==> src/hw/rtl/assert_macros.svh <==
// Assertion helpers shared by scl_queue and scl_back.
// Every macro samples on the rising edge of clk and is disabled while rst_n is low.
`ifndef ASSERT_MACROS_SVH
`define ASSERT_MACROS_SVH

// cond holds at every sampled edge
`define ASSERT_ALWAYS(label, cond) \
    label: assert property (@(posedge clk) disable iff (!rst_n) (cond)) \
        else $error("assertion failed: invariant");

// ante implies cons in the same cycle
`define ASSERT_IMPLY(label, ante, cons) \
    label: assert property (@(posedge clk) disable iff (!rst_n) (ante) |-> (cons)) \
        else $error("assertion failed: implication");

// ante implies cons in the next cycle
`define ASSERT_NEXT(label, ante, cons) \
    label: assert property (@(posedge clk) disable iff (!rst_n) (ante) |=> (cons)) \
        else $error("assertion failed: next-cycle implication");

`endif

==> src/hw/rtl/scl_pkg.sv <==
`timescale 1ns / 1ps
// ----------------------------------------------------------------------------
// scl_pkg
// Types and constants of the shell command lexer.
// ----------------------------------------------------------------------------
package scl_pkg;

    typedef enum logic [2:0] {
        TK_WORD   = 3'd0,
        TK_PIPE   = 3'd1,
        TK_OUT    = 3'd2,
        TK_APPEND = 3'd3,
        TK_IN     = 3'd4,
        TK_SEMI   = 3'd5,
        TK_AMP    = 3'd6,
        TK_END    = 3'd7
    } tok_kind_t;

    typedef enum logic [1:0] {
        MODE_IDLE  = 2'd0,
        MODE_WORD  = 2'd1,
        MODE_QUOTE = 2'd2,
        MODE_GT    = 2'd3
    } lex_mode_t;

    localparam logic [7:0] CH_PIPE   = 8'h7C;
    localparam logic [7:0] CH_GT     = 8'h3E;
    localparam logic [7:0] CH_LT     = 8'h3C;
    localparam logic [7:0] CH_SEMI   = 8'h3B;
    localparam logic [7:0] CH_DQUOTE = 8'h22;
    localparam logic [7:0] CH_SQUOTE = 8'h27;
    localparam logic [7:0] CH_AMP    = 8'h26;
    localparam logic [7:0] CH_BSLASH = 8'h5C;
    localparam logic [7:0] CH_DOT    = 8'h2E;
    localparam logic [7:0] CH_SLASH  = 8'h2F;
    localparam logic [7:0] CH_TILDE  = 8'h7E;
    localparam logic [7:0] CH_STAR   = 8'h2A;
    localparam logic [7:0] CH_DASH   = 8'h2D;
    localparam logic [7:0] CH_UNDER  = 8'h5F;
    localparam logic [7:0] CH_QMARK  = 8'h3F;

    // results one input item can cause
    localparam int MAX_RES = 3;
    // groups held between front and back
    localparam int Q_DEPTH = 4;
    localparam int Q_PTR_W = $clog2(Q_DEPTH);
    localparam int Q_CNT_W = $clog2(Q_DEPTH + 1);

    typedef struct packed {
        logic       kind;
        logic [7:0] byte_value;
    } in_item_t;

    typedef struct packed {
        tok_kind_t  token_kind;
        logic       char_valid;
        logic [7:0] char_value;
        logic       token_done;
        logic       last;
    } out_item_t;

    // all results of one input item, count is 1..MAX_RES
    typedef struct packed {
        logic [1:0]                 count;
        out_item_t [MAX_RES-1:0]    res;
    } res_group_t;

endpackage

==> src/hw/rtl/scl_front.sv <==
`timescale 1ns / 1ps
// ----------------------------------------------------------------------------
// scl_front
// Lexer state machine: classify one byte per cycle, while the queue is not full, into a result group.
// ----------------------------------------------------------------------------
module scl_front (
    input  logic                clk,
    input  logic                rst_n,
    input  logic                push,
    input  scl_pkg::in_item_t   item,
    input  logic                q_full,
    output logic                full,
    output logic                q_push,
    output scl_pkg::res_group_t q_data
);
    import scl_pkg::*;

    typedef struct packed {
        logic       emit;
        out_item_t  res;
        lex_mode_t  mode;
        logic       set_quote;
        logic       qsingle;
    } start_t;

    lex_mode_t mode_reg, mode_next;
    logic      qsingle_reg, qsingle_next;
    logic      esc_reg, esc_next;
    logic      accept;

    function automatic out_item_t mk(tok_kind_t k, logic cv, logic [7:0] ch, logic done);
        out_item_t r;
        r.token_kind = k;
        r.char_valid = cv;
        r.char_value = cv ? ch : 8'h00;
        r.token_done = done;
        r.last       = 1'b0;
        return r;
    endfunction

    function automatic logic is_space(logic [7:0] c);
        return (c == 8'h20) || (c >= 8'h09 && c <= 8'h0D);
    endfunction

    function automatic logic starts_word(logic [7:0] c);
        return (c >= 8'h30 && c <= 8'h39) || (c >= 8'h41 && c <= 8'h5A) ||
               (c >= 8'h61 && c <= 8'h7A) || c == CH_DOT || c == CH_SLASH ||
               c == CH_BSLASH || c == CH_DASH || c == CH_UNDER || c == CH_TILDE ||
               c == CH_STAR || c == CH_QMARK;
    endfunction

    function automatic start_t start_token(logic [7:0] c);
        start_t s;
        s = '0;
        s.mode = MODE_IDLE;
        if (is_space(c)) begin
            s.emit = 1'b0;
        end else if (c == CH_PIPE) begin
            s.emit = 1'b1;
            s.res  = mk(TK_PIPE, 1'b0, 8'h00, 1'b1);
        end else if (c == CH_LT) begin
            s.emit = 1'b1;
            s.res  = mk(TK_IN, 1'b0, 8'h00, 1'b1);
        end else if (c == CH_SEMI) begin
            s.emit = 1'b1;
            s.res  = mk(TK_SEMI, 1'b0, 8'h00, 1'b1);
        end else if (c == CH_AMP) begin
            s.emit = 1'b1;
            s.res  = mk(TK_AMP, 1'b0, 8'h00, 1'b1);
        end else if (c == CH_GT) begin
            s.mode = MODE_GT;
        end else if (c == CH_DQUOTE || c == CH_SQUOTE) begin
            s.set_quote = 1'b1;
            s.qsingle   = (c == CH_SQUOTE);
            s.mode      = MODE_QUOTE;
        end else if (starts_word(c)) begin
            s.emit = 1'b1;
            s.res  = mk(TK_WORD, 1'b1, c, 1'b0);
            s.mode = MODE_WORD;
        end
        return s;
    endfunction

    assign full   = q_full;
    assign accept = push && !q_full;

    always_ff @(posedge clk or negedge rst_n) begin
        if (!rst_n) begin
            mode_reg    <= MODE_IDLE;
            qsingle_reg <= 1'b0;
            esc_reg     <= 1'b0;
        end else if (accept) begin
            mode_reg    <= mode_next;
            qsingle_reg <= qsingle_next;
            esc_reg     <= esc_next;
        end
    end

    always_comb begin
        logic [7:0] c;
        logic [7:0] qc;
        logic [1:0] cnt;
        start_t     st;

        c            = item.byte_value;
        qc           = qsingle_reg ? CH_SQUOTE : CH_DQUOTE;
        cnt          = 2'd0;
        st           = '0;
        q_data       = '0;
        mode_next    = mode_reg;
        qsingle_next = qsingle_reg;
        esc_next     = esc_reg;

        if (item.kind) begin
            // close whatever is open, then END
            if (mode_reg == MODE_WORD) begin
                q_data.res[cnt] = mk(TK_WORD, 1'b0, 8'h00, 1'b1);
                cnt = cnt + 2'd1;
            end else if (mode_reg == MODE_GT) begin
                q_data.res[cnt] = mk(TK_OUT, 1'b0, 8'h00, 1'b1);
                cnt = cnt + 2'd1;
            end else if (mode_reg == MODE_QUOTE) begin
                if (esc_reg) begin
                    q_data.res[cnt] = mk(TK_WORD, 1'b1, CH_BSLASH, 1'b0);
                    cnt = cnt + 2'd1;
                end
                q_data.res[cnt] = mk(TK_WORD, 1'b0, 8'h00, 1'b1);
                cnt = cnt + 2'd1;
            end
            q_data.res[cnt] = mk(TK_END, 1'b0, 8'h00, 1'b1);
            cnt = cnt + 2'd1;
            mode_next    = MODE_IDLE;
            qsingle_next = 1'b0;
            esc_next     = 1'b0;
        end else begin
            unique case (mode_reg)
                MODE_IDLE: begin
                    st = start_token(c);
                end
                MODE_WORD: begin
                    if (is_space(c) || c == CH_PIPE || c == CH_GT || c == CH_LT ||
                        c == CH_SEMI) begin
                        q_data.res[cnt] = mk(TK_WORD, 1'b0, 8'h00, 1'b1);
                        cnt = cnt + 2'd1;
                        st = start_token(c);
                    end else begin
                        q_data.res[cnt] = mk(TK_WORD, 1'b1, c, 1'b0);
                        cnt = cnt + 2'd1;
                    end
                end
                MODE_GT: begin
                    if (c == CH_GT) begin
                        q_data.res[cnt] = mk(TK_APPEND, 1'b0, 8'h00, 1'b1);
                        cnt = cnt + 2'd1;
                        mode_next = MODE_IDLE;
                    end else begin
                        q_data.res[cnt] = mk(TK_OUT, 1'b0, 8'h00, 1'b1);
                        cnt = cnt + 2'd1;
                        st = start_token(c);
                    end
                end
                MODE_QUOTE: begin
                    if (esc_reg && c == qc) begin
                        // escaped closing quote stands for itself
                        esc_next = 1'b0;
                        q_data.res[cnt] = mk(TK_WORD, 1'b1, c, 1'b0);
                        cnt = cnt + 2'd1;
                    end else begin
                        if (esc_reg) begin
                            // keep the backslash, then handle the byte afresh
                            esc_next = 1'b0;
                            q_data.res[cnt] = mk(TK_WORD, 1'b1, CH_BSLASH, 1'b0);
                            cnt = cnt + 2'd1;
                        end
                        if (c == qc) begin
                            q_data.res[cnt] = mk(TK_WORD, 1'b0, 8'h00, 1'b1);
                            cnt = cnt + 2'd1;
                            mode_next = MODE_IDLE;
                        end else if (c == CH_BSLASH) begin
                            esc_next = 1'b1;
                        end else begin
                            q_data.res[cnt] = mk(TK_WORD, 1'b1, c, 1'b0);
                            cnt = cnt + 2'd1;
                        end
                    end
                end
                default: begin
                    mode_next = MODE_IDLE;
                end
            endcase

            // apply a token start decided above
            if (mode_reg == MODE_IDLE ||
                (mode_reg == MODE_WORD && cnt == 2'd1 && q_data.res[0].token_done) ||
                (mode_reg == MODE_GT && c != CH_GT)) begin
                if (st.emit) begin
                    q_data.res[cnt] = st.res;
                    cnt = cnt + 2'd1;
                end
                mode_next = st.mode;
                if (st.set_quote) begin
                    qsingle_next = st.qsingle;
                    esc_next     = 1'b0;
                end
            end
        end

        if (cnt != 2'd0) begin
            q_data.res[cnt - 2'd1].last = 1'b1;
        end
        q_data.count = cnt;
        q_push       = accept && (cnt != 2'd0);
    end

endmodule

==> src/hw/rtl/scl_queue.sv <==
`timescale 1ns / 1ps
// ----------------------------------------------------------------------------
// scl_queue
// Short queue of result groups between the lexer and the output stage.
// ----------------------------------------------------------------------------
`include "assert_macros.svh"

module scl_queue (
    input  logic                clk,
    input  logic                rst_n,
    input  logic                wr_en,
    input  scl_pkg::res_group_t wr_data,
    output logic                q_full,
    output logic                rd_valid,
    output scl_pkg::res_group_t rd_data,
    input  logic                rd_pop
);
    import scl_pkg::*;

    res_group_t               mem [Q_DEPTH];
    logic [Q_PTR_W-1:0]       wr_ptr_reg, wr_ptr_next;
    logic [Q_PTR_W-1:0]       rd_ptr_reg, rd_ptr_next;
    logic [Q_CNT_W-1:0]       count_reg, count_next;

    assign q_full   = (count_reg == Q_CNT_W'(Q_DEPTH));
    assign rd_valid = (count_reg != '0);
    assign rd_data  = mem[rd_ptr_reg];

    always_comb begin
        wr_ptr_next = wr_ptr_reg;
        rd_ptr_next = rd_ptr_reg;
        count_next  = count_reg;
        if (wr_en) begin
            wr_ptr_next = (wr_ptr_reg == Q_PTR_W'(Q_DEPTH - 1)) ? '0 : wr_ptr_reg + 1'b1;
        end
        if (rd_pop) begin
            rd_ptr_next = (rd_ptr_reg == Q_PTR_W'(Q_DEPTH - 1)) ? '0 : rd_ptr_reg + 1'b1;
        end
        if (wr_en && !rd_pop) begin
            count_next = count_reg + 1'b1;
        end else if (!wr_en && rd_pop) begin
            count_next = count_reg - 1'b1;
        end
    end

    always_ff @(posedge clk or negedge rst_n) begin
        if (!rst_n) begin
            wr_ptr_reg <= '0;
            rd_ptr_reg <= '0;
            count_reg  <= '0;
        end else begin
            wr_ptr_reg <= wr_ptr_next;
            rd_ptr_reg <= rd_ptr_next;
            count_reg  <= count_next;
        end
    end

    always_ff @(posedge clk) begin
        if (wr_en) begin
            mem[wr_ptr_reg] <= wr_data;
        end
    end

    `ASSERT_IMPLY(a_no_write_full, wr_en, !q_full)
    `ASSERT_IMPLY(a_no_pop_empty, rd_pop, rd_valid)
    `ASSERT_NEXT(a_count_up, wr_en && !rd_pop, count_reg == $past(count_reg) + 1'b1)
    `ASSERT_IMPLY(a_group_nonempty, wr_en, wr_data.count != 2'd0)

endmodule

==> src/hw/rtl/scl_back.sv <==
`timescale 1ns / 1ps
// ----------------------------------------------------------------------------
// scl_back
// Output stage: walk each result group and present one result per transfer.
// ----------------------------------------------------------------------------
`include "assert_macros.svh"

module scl_back (
    input  logic                clk,
    input  logic                rst_n,
    input  logic                rd_valid,
    input  scl_pkg::res_group_t rd_data,
    output logic                rd_pop,
    output logic                empty,
    output scl_pkg::out_item_t  result,
    input  logic                pop
);
    import scl_pkg::*;

    logic       out_valid_reg, out_valid_next;
    out_item_t  out_reg;
    logic [1:0] idx_reg, idx_next;
    logic       load;
    logic       group_end;

    assign empty     = !out_valid_reg;
    assign result    = out_reg;
    // refill the output register when a group waits and the register is free or being taken
    assign load      = rd_valid && (!out_valid_reg || pop);
    assign group_end = (idx_reg == rd_data.count - 2'd1);
    assign rd_pop    = load && group_end;

    always_comb begin
        idx_next       = idx_reg;
        out_valid_next = out_valid_reg;
        if (load) begin
            idx_next       = group_end ? 2'd0 : idx_reg + 2'd1;
            out_valid_next = 1'b1;
        end else if (pop) begin
            out_valid_next = 1'b0;
        end
    end

    always_ff @(posedge clk or negedge rst_n) begin
        if (!rst_n) begin
            out_valid_reg <= 1'b0;
            idx_reg       <= 2'd0;
        end else begin
            out_valid_reg <= out_valid_next;
            idx_reg       <= idx_next;
        end
    end

    always_ff @(posedge clk) begin
        if (load) begin
            out_reg <= rd_data.res[idx_reg];
        end
    end

    `ASSERT_IMPLY(a_idx_in_group, rd_valid, idx_reg < rd_data.count)
    `ASSERT_IMPLY(a_char_zero, out_valid_reg && !out_reg.char_valid, out_reg.char_value == 8'h00)
    `ASSERT_IMPLY(a_char_open, out_valid_reg && out_reg.char_valid,
        !out_reg.token_done && out_reg.token_kind == TK_WORD)

endmodule

==> src/hw/rtl/shell_command_lexer_unit.sv <==
`timescale 1ns / 1ps
// ----------------------------------------------------------------------------
// shell_command_lexer_unit
// Streaming shell command lexer: bytes in, word characters and tokens out.
// ----------------------------------------------------------------------------
// Usage:
//   Input queue side: drive item (kind, byte_value) and raise push; a transfer
//   happens at a clock edge with push high and full low. kind = 1 marks the
//   end of input, which closes any open token, emits END and returns the
//   lexer to idle.
//   Result queue side: while empty is low the oldest result sits on result;
//   raise pop to transfer it. The last flag marks the final result of an item.
//   A result is written into the queue at its item's transfer and is then
//   loaded into the output register, from which it can be popped.
//   Throughput: one item per cycle while full is low, as long as each item
//   gives at most one result; the output stage issues one result per cycle
//   while pop is high, so an item that gives two or three results holds it
//   for each of them. A four-group queue between the lexer and the output
//   stage absorbs such bursts. Items that give no result (whitespace, skipped
//   bytes, a held '>') pass through the lexer and never enter the queue.
//   A stalled receiver holds the result; the queue fills and full rises.
//   Reset clears lexer state, the queue and the output valid flag; nothing
//   is emitted until the first item after reset.
// ----------------------------------------------------------------------------
module shell_command_lexer_unit (
    input  logic               clk,
    input  logic               rst_n,
    input  logic               push,
    output logic               full,
    input  scl_pkg::in_item_t  item,
    output logic               empty,
    input  logic               pop,
    output scl_pkg::out_item_t result
);
    import scl_pkg::*;

    logic       q_full;
    logic       q_push;
    res_group_t q_wr_data;
    logic       q_rd_valid;
    res_group_t q_rd_data;
    logic       q_rd_pop;

    // front: classify each byte into a group of up to three results
    scl_front u_front (
        .clk    (clk),
        .rst_n  (rst_n),
        .push   (push),
        .item   (item),
        .q_full (q_full),
        .full   (full),
        .q_push (q_push),
        .q_data (q_wr_data)
    );

    // decouple the lexer from the output side
    scl_queue u_queue (
        .clk      (clk),
        .rst_n    (rst_n),
        .wr_en    (q_push),
        .wr_data  (q_wr_data),
        .q_full   (q_full),
        .rd_valid (q_rd_valid),
        .rd_data  (q_rd_data),
        .rd_pop   (q_rd_pop)
    );

    // back: serialize each group, one result per transfer
    scl_back u_back (
        .clk      (clk),
        .rst_n    (rst_n),
        .rd_valid (q_rd_valid),
        .rd_data  (q_rd_data),
        .rd_pop   (q_rd_pop),
        .empty    (empty),
        .result   (result),
        .pop      (pop)
    );

endmodule
==> config.mk <==
export PLATFORM = sky130hd
export DESIGN_NAME = shell_command_lexer_unit
export DESIGN_NICKNAME = d
export VERILOG_FILES = /design/src/hw/rtl/scl_pkg.sv /design/src/hw/rtl/scl_front.sv /design/src/hw/rtl/scl_queue.sv /design/src/hw/rtl/scl_back.sv /design/src/hw/rtl/shell_command_lexer_unit.sv
export VERILOG_INCLUDE_DIRS = /design/src /design/src/hw/rtl
export SDC_FILE = /design/constraint.sdc
export NUM_CORES = 1
export LEC_CHECK = 0
export ABC_CLOCK_PERIOD_IN_PS = 8130
export BUFFER_PORTS_ARGS = -buffer_cell sky130_fd_sc_hd__clkbuf_2
export CORE_UTILIZATION = 25
export CTS_CLUSTER_DIAMETER = 40
export DETAILED_ROUTE_END_ITERATION = 10
export PLACE_DENSITY = 0.37
export SYNTH_ARGS = -nofsm -noshare
export SYNTH_HDL_FRONTEND = slang
export SYNTH_SLANG_ARGS = --single-unit
==> constraint.sdc <==
create_clock -name clk -period 8.13 [get_ports clk]
set_input_delay 0.4065 -clock clk [delete_from_list [all_inputs] [get_ports clk]]
set_output_delay 0.4065 -clock clk [all_outputs]
set_load 0.1 [all_outputs]
# [Word level (Yosys, flattened, before mapping)]
# Memory sizes are Yosys's and may differ from the RTL's.
# Cells that the tools add are included.
[classes] n_addsub=11 n_mul=0 n_div=0 order_cmp=19 n_eq_ne=29 shifts=0 muxes=121 bitwise=9 n_reduce_logical=53
[op_table] operator="42-bit 2-to-1 mux" n=7
[op_table] operator="14-bit 2-to-1 mux" n=17
[op_table] operator="28-bit 2-to-1 mux" n=6
[op_table] operator="15-bit 2-to-1 mux" n=10
[op_table] operator="14-bit demux with 2-bit select" n=5
[op_table] operator="42-bit bitwise mux" n=3
[op_table] operator="8-bit by 6-bit equality test with 1-bit output (second input constant)" n=12
[op_table] operator="13-bit by 39-bit bitwise AND with 39-bit output" n=2
[op_table] operator="39-bit inverter" n=2
[op_table] operator="2-bit 2-to-1 mux" n=30
[op_table] operator="19-bit 2-to-1 mux" n=3
[op_table] operator="19-bit one-hot mux with 3 select lines" n=1
[op_table] operator="14-bit one-hot mux with 3 select lines" n=1
[op_table] operator="18-bit 2-to-1 mux" n=2
[op_table] operator="8-bit by 7-bit equality test with 1-bit output (second input constant)" n=4
[op_table] operator="4-bit 2-to-1 mux" n=8
[op_table] operator="30-bit bitwise AND" n=1
[op_table] operator="30-bit inverter" n=1
[op_table] operator="14-bit binary-select mux with 2-bit select" n=1
[op_table] operator="11-bit 2-to-1 mux" n=2
[op_table] operator="1-bit logical AND" n=19
[op_table] operator="1-bit logical OR" n=19
[op_table] operator="2-bit by 3-bit less-than comparator with 1-bit output (second input constant)" n=6
[op_table] operator="1-bit 2-to-1 mux" n=18
[op_table] operator="other kinds (32)" n=62
[word_totals] ff_bits=28 latch_bits=0 ram_bits=176 romBits=0 in_bits=13 wordCells=256 mem_count=1
[mem_list] memory="u_queue.mem" depth=4 width=44 rd=1 rd_clocked_by_memory_dff=0 wr=1 line_no="scl_queue.sv:20" text="res_group_t mem [Q_DEPTH];"

# [Depth between registers and ports, before layout]
[depth] ltp_word=33 ltp_mapped=22 depth_no_buf=21

# [Cells and area by module]
# Synthesis repeated with hierarchy kept, for this count alone.
[hier_totals] cells_unflattened=600 hier_area_um2=9445.3
[by_module_without_submodules] module="scl_queue" n_inst=1 cells_per_inst=267 area_each_um2=6827.8 seq_area_each_um2=5460.2
[by_module_without_submodules] module="scl_front" n_inst=1 cells_per_inst=249 area_each_um2=1692.9 seq_area_each_um2=100.1
[by_module_without_submodules] module="scl_back" n_inst=1 cells_per_inst=84 area_each_um2=924.6 seq_area_each_um2=495.5

# [Least setup slack after synthesis]
# No wires, ideal clock.
[synth_path] path_kind="in2reg" from="in item[2] (netlist name)" to="mem u_queue.mem[3][0] (netlist name) (enable)" arrival_ns=4.754 setup_slack_ns=2.971 stages=17 n_path_buf=2 path_cell_list="buf_6 -> clkbuf_1 -> nand3_1 -> nor4_1 -> inv_1 -> ha_1 -> nand2b_1 -> a21oi_1 -> inv_1 -> ha_1 -> o2111ai_1 -> or3b_1 -> nand2_1 -> a211oi_1 -> a311o_2 -> a31oi_4 -> and2_1"
[synth_via] elab_chain_len=30 elab_cells_between_ends=89 cone_classes="1 x add/sub; 8 x order compare; 19 x eq/ne; 33 x mux; 28 x reduce/logical"
[synth_lines] item="from (decl)" line_no="shell_command_lexer_unit.sv:30" text="input scl_pkg::in_item_t item,"
[synth_lines] item="8-bit by 6-bit greater-or-equal comparator with 1-bit output (tied with other cells)" line_no="scl_front.sv:46" text="return (c >= 8'h30 && c <= 8'h39) || (c >= 8'h41 && c <= 8'h5A) ||"
[synth_lines] item="1-bit logical AND" line_no="scl_front.sv:46"
[synth_lines] item="1-bit logical OR (2 in series)" line_no="scl_front.sv:46"
[synth_lines] item="1-bit logical OR (3 in series)" line_no="scl_front.sv:47" text="(c >= 8'h61 && c <= 8'h7A) || c == CH_DOT || c == CH_SLASH ||"
[synth_lines] item="1-bit logical OR (4 in series)" line_no="scl_front.sv:48" text="c == CH_BSLASH || c == CH_DASH || c == CH_UNDER || c == CH_TILDE ||"
[synth_lines] item="1-bit logical OR" line_no="scl_front.sv:49" text="c == CH_STAR || c == CH_QMARK;"
[synth_lines] item="17-bit 2-to-1 mux" line_no="scl_front.sv:76" text="end else if (starts_word(c)) begin"
[synth_lines] item="15-bit 2-to-1 mux" line_no="scl_front.sv:72" text="end else if (c == CH_DQUOTE || c == CH_SQUOTE) begin"
[synth_lines] item="[9 not listed]"
[synth_lines] item="2-bit 2-to-1 mux" line_no="scl_front.sv:196" text="if (st.emit) begin"
[synth_lines] item="2-bit 2-to-1 mux (*)" line_no="scl_front.sv:193" text="if (mode_reg == MODE_IDLE ||"
[synth_lines] item="2-bit 2-to-1 mux (*)" line_no="scl_front.sv:114" text="if (item.kind) begin"
[synth_lines] item="2-bit nonzero test (*)" line_no="scl_front.sv:212" text="q_push = accept && (cnt != 2'd0);"
[synth_lines] item="1-bit logical AND (*)" line_no="scl_front.sv:212"
[synth_lines] item="via q_push" line_no="shell_command_lexer_unit.sv:38" text="logic q_push;"
[synth_lines] item="1-bit 2-to-1 mux (*)" line_no="scl_queue.sv:59" text="if (wr_en) begin"
[synth_lines] item="1-bit 2-to-1 mux (not written as such) (*)" line_no="scl_queue.sv:60" text="mem[wr_ptr_reg] <= wr_data;"
[synth_lines] item="to (decl)" line_no="scl_queue.sv:20"
# The timed path passes the listed nets; every way through them passes the cells marked *. The select of a mux whose other input is x is not followed.

# [Final worst setup path]
[layout_path] from="in item[0] (netlist name)" to="mem u_queue.mem[3][7] (netlist name) (enable)"
# The elaborated chain is that of the path after synthesis.

==> summary.md <==
| Metric | Value |
|---|---|
| TritonCTS clock tree | `done` |
| Global-route wire length before repair | `~34 mm` |
| Worst r2r path cells | `12` |
| Root Driver | `clkbuf_16` |
| Dominant synthesized flop cell | `edfxtp_1` |
| Clk_lat worst skew | `between 0.5 and 0.6 ns` |
| Post-synth EDFFs | `190` |
| Clock slew at reported path FFs | `roughly 0.05 ns` |
| Post-synth top cells | `190 x edfxtp_1, 44 x mux4_2, 38 x nand2_1` |
| Cell area after synthesis | `9190 µm²` |
| Post-synthesis cell type count | `72` |
| Die footprint | `~38000 µm²` |
| Dpl cells | `between 1000 and 1500` |
| Critical path class | `input pin to flip-flop` |
| Clk_skew | `0.0250 ns` |
| Status | `finished, final reports clean` |
| Drt first pass iters | `4` |
| Avg Cell Area, Syn | `approximately 16 µm²` |
| Worst setup SP type | `input pin` |
| Nets | `between 600 and 700` |
| Slowest-stage cell, CP | `and2_2` |
| CP delay by family, top | `simple AND/OR/NAND/NOR gates` |
| GP Congestion | `0.768` |
| Final setup viols | `0` |
| Worst hold path stage count | `2` |
| Async SR Flop Fraction | `slightly below 7%` |
| Crit Path Max Fanout | `25` |
| Die height | `a little under 200 µm` |
| Critical-path cell list | `clkbuf_2 > nor2_1 > nand3_1 > nor4_1 > inv_1 > ha_1 > nand2b_1 > a21oi_1 > inv_1 > ha_1 > o2111ai_1 > or3b_1 > nand2_1 > a211oi_1 > a311o_2 > a31oi_4 > and2_2 > buf_4` |
| Dpl hpwl | `about 14 mm` |
| Max-slew headroom | `around 31%` |
| Critical path required time | `between 8 and 9 ns` |
| 1st-iter DRT viols | `approximately 340` |
| DRC viols | `0` |
| Fin crit period | `5.14 ns` |
| Fin Setup TNS | `0 ns` |
| Register area share after synthesis | `between 60 and 70%` |
| H-Tree Depth | `2` |
| Yosys reg bits | `204` |
| Port Buffers | `28` |
| Post-DRT Antenna Nets | `0` |
| Gr ovfl total | `0` |
| Min-Delay Path Class | `input pin to flip-flop` |
| CP Capture Type | `flip-flop` |
| Starting Density | `approximately a quarter` |
| CTS max path bufs | `3` |
| CORE AREA | `around 36000 µm²` |
| Final Non-Filler Cells | `1113` |
| Final WL | `22.1 mm` |
| YS warnings | `0` |
| Dominant cell by count in the synthesized netlist | `edfxtp_1` |
| Top post-synthesis cells by area | `edfxtp_1 62%, mux4_2 11%, dfrtp_1 3.8%` |
| Pin count of the biggest net entering global routing | `47` |
| RSZ-0062 raised after global routing | `false` |
| Worst Tran Pin Value | `1.02 ns` |
| Die width | `194 µm` |
| Crit. path cell count | `18` |
| Initial antenna violation count | `0` |
| Max_cap viols | `0` |
| CTS buffer count | `35` |
| WP buf/inv | `4` |
| CTS sink cnt | `204` |
| Post-Synthesis Cells | `about 580` |
| Avg Vias per Cell | `between 4 and 5` |
| Ant diodes | `0` |
| Gr usage total | `between 10% and 20%` |
| P&R area growth vs syn | `19.9%` |
| Layout cells sized above 1 | `about a quarter` |
| Area leader, netlist | `edfxtp_1` |
| Vias in the first global route | `approximately 5500` |
| Layout Utilization | `between 30% and 40%` |
| Final period util | `a little over three fifths` |
| Via count | `slightly above 5000` |
| Worst path max stage delay | `0.58 ns` |
| Pwr per Cell Area | `401 nW/µm²` |
| Placement row count | `69` |
| Largest register FFs | `between 150 and 200` |
| Final hold viol count | `0` |
| Synth top area share | `62.1%` |
| Fin. max-slew vios | `0` |
| Fmax | `around 190 MHz` |
| Worst-case vdd ir drop | `172 µV` |
| Critical path data arrival time | `around 5.3 ns` |
| P_leak | `3.81 nW` |
| Avg WL per Cell | `between 15 and 20 µm` |
| # IOs | `29` |
-- what timing repair did --
action / CTS / global route
buffers inserted: 0 / 0
endpoints found under the setup margin: 0 / 0
resized for setup: 0 / 0
hold buffers: 1 / 0
hold endpoints to repair: 14 / 0
-- area by class of cell --
cell class | count | area, µm²
Clock buffer | 37 | 905
Clock inverter | 27 | 259
Fill cell | 3511 | 24800
Inverter | 31 | 116
Multi-Input combinational cell | 315 | 2880
Sequential cell | 204 | 6060
Tap cell | 461 | 577
Timing Repair Buffer | 38 | 218
-- report_power, final --
part / total, mW / internal [mW] / switching [mW]
Sequential: 1.54 / 1.46 / 0.0810
Combinational: 1.45 / 0.479 / 0.971
Clock: 1.43 / 0.893 / 0.533
Total: 4.41 / 2.83 / 1.59
-- logic make-up after synthesis --
logic type      count (synthesis)  share of synthesized area, %
xor+xnor                        4                         0.381
other cells                     1                        0.0408
mux                            65                          13.2
compound gates                 99                          7.60
simple gates                  126                          7.52
fa+ha+maj                      17                          2.40
flops                         204                          65.9
buf+inv                        62                          2.93
-- per-layer routing --
layer  vias to the layer above  wire length [µm]  global-route usage, %
met4                         0               538                   4.36
met2                        94             10500                   19.9
li1                       2365                 -                      -
met1                      2626             10100                   15.9
met5                         -                 0                      0
met3                        40               942                   2.00
-- stage by stage --
stage | instance area [µm²] | hold WS (ns) | total power [mW] | setup WS [ns]
2_1_floorplan | 9200 | 0.111 | 2.66 | 2.97
3_3_place_gp | 9840 | 0.366 | 3.04 | 2.46
3_5_place_dp | 9840 | 0.371 | 3.06 | 2.41
4_1_cts | 11000 | 0.0746 | 4.50 | 2.92
5_1_grt | 11000 | 0.115 | 4.64 | 2.50
6_report | 11000 | 0.0927 | 4.41 | 2.99
-- path summary, 6_finish.rpt --
path                                               to                 start  slack [ns]
worst max-delay path                u_queue.mem[3][7]               item[0]        2.99
worst min-delay path             u_back.out_valid_reg                   pop        0.09
worst max register to register      u_queue.mem[3][7]   u_front.mode_reg[1]        3.55
worst min register to register   u_queue.count_reg[2]  u_queue.count_reg[2]        0.50
max in group asynchronous       u_queue.rd_ptr_reg[0]                 rst_n        7.43
min in group asynchronous       u_queue.wr_ptr_reg[0]                 rst_n        0.37
-- cell usage in the layout (no fill, tap or decap), types with 9 or more instances in the layout --
cell type  netlist  layout
a21oi_1         21      20
clkbuf_2         1      28
nand2_1         38      38
mux2i_1         17      17
inv_1           30      30
nor2_1          21      21
o22ai_1         15      15
ha_1            16      16
o21ai_0         17      17
and2_1          21      19
buf_4            6       9
clkbuf_16        0      36
mux4_2          44      44
edfxtp_1       190     190
dfrtp_1         14      12
(Power assumes the default switching activity.)
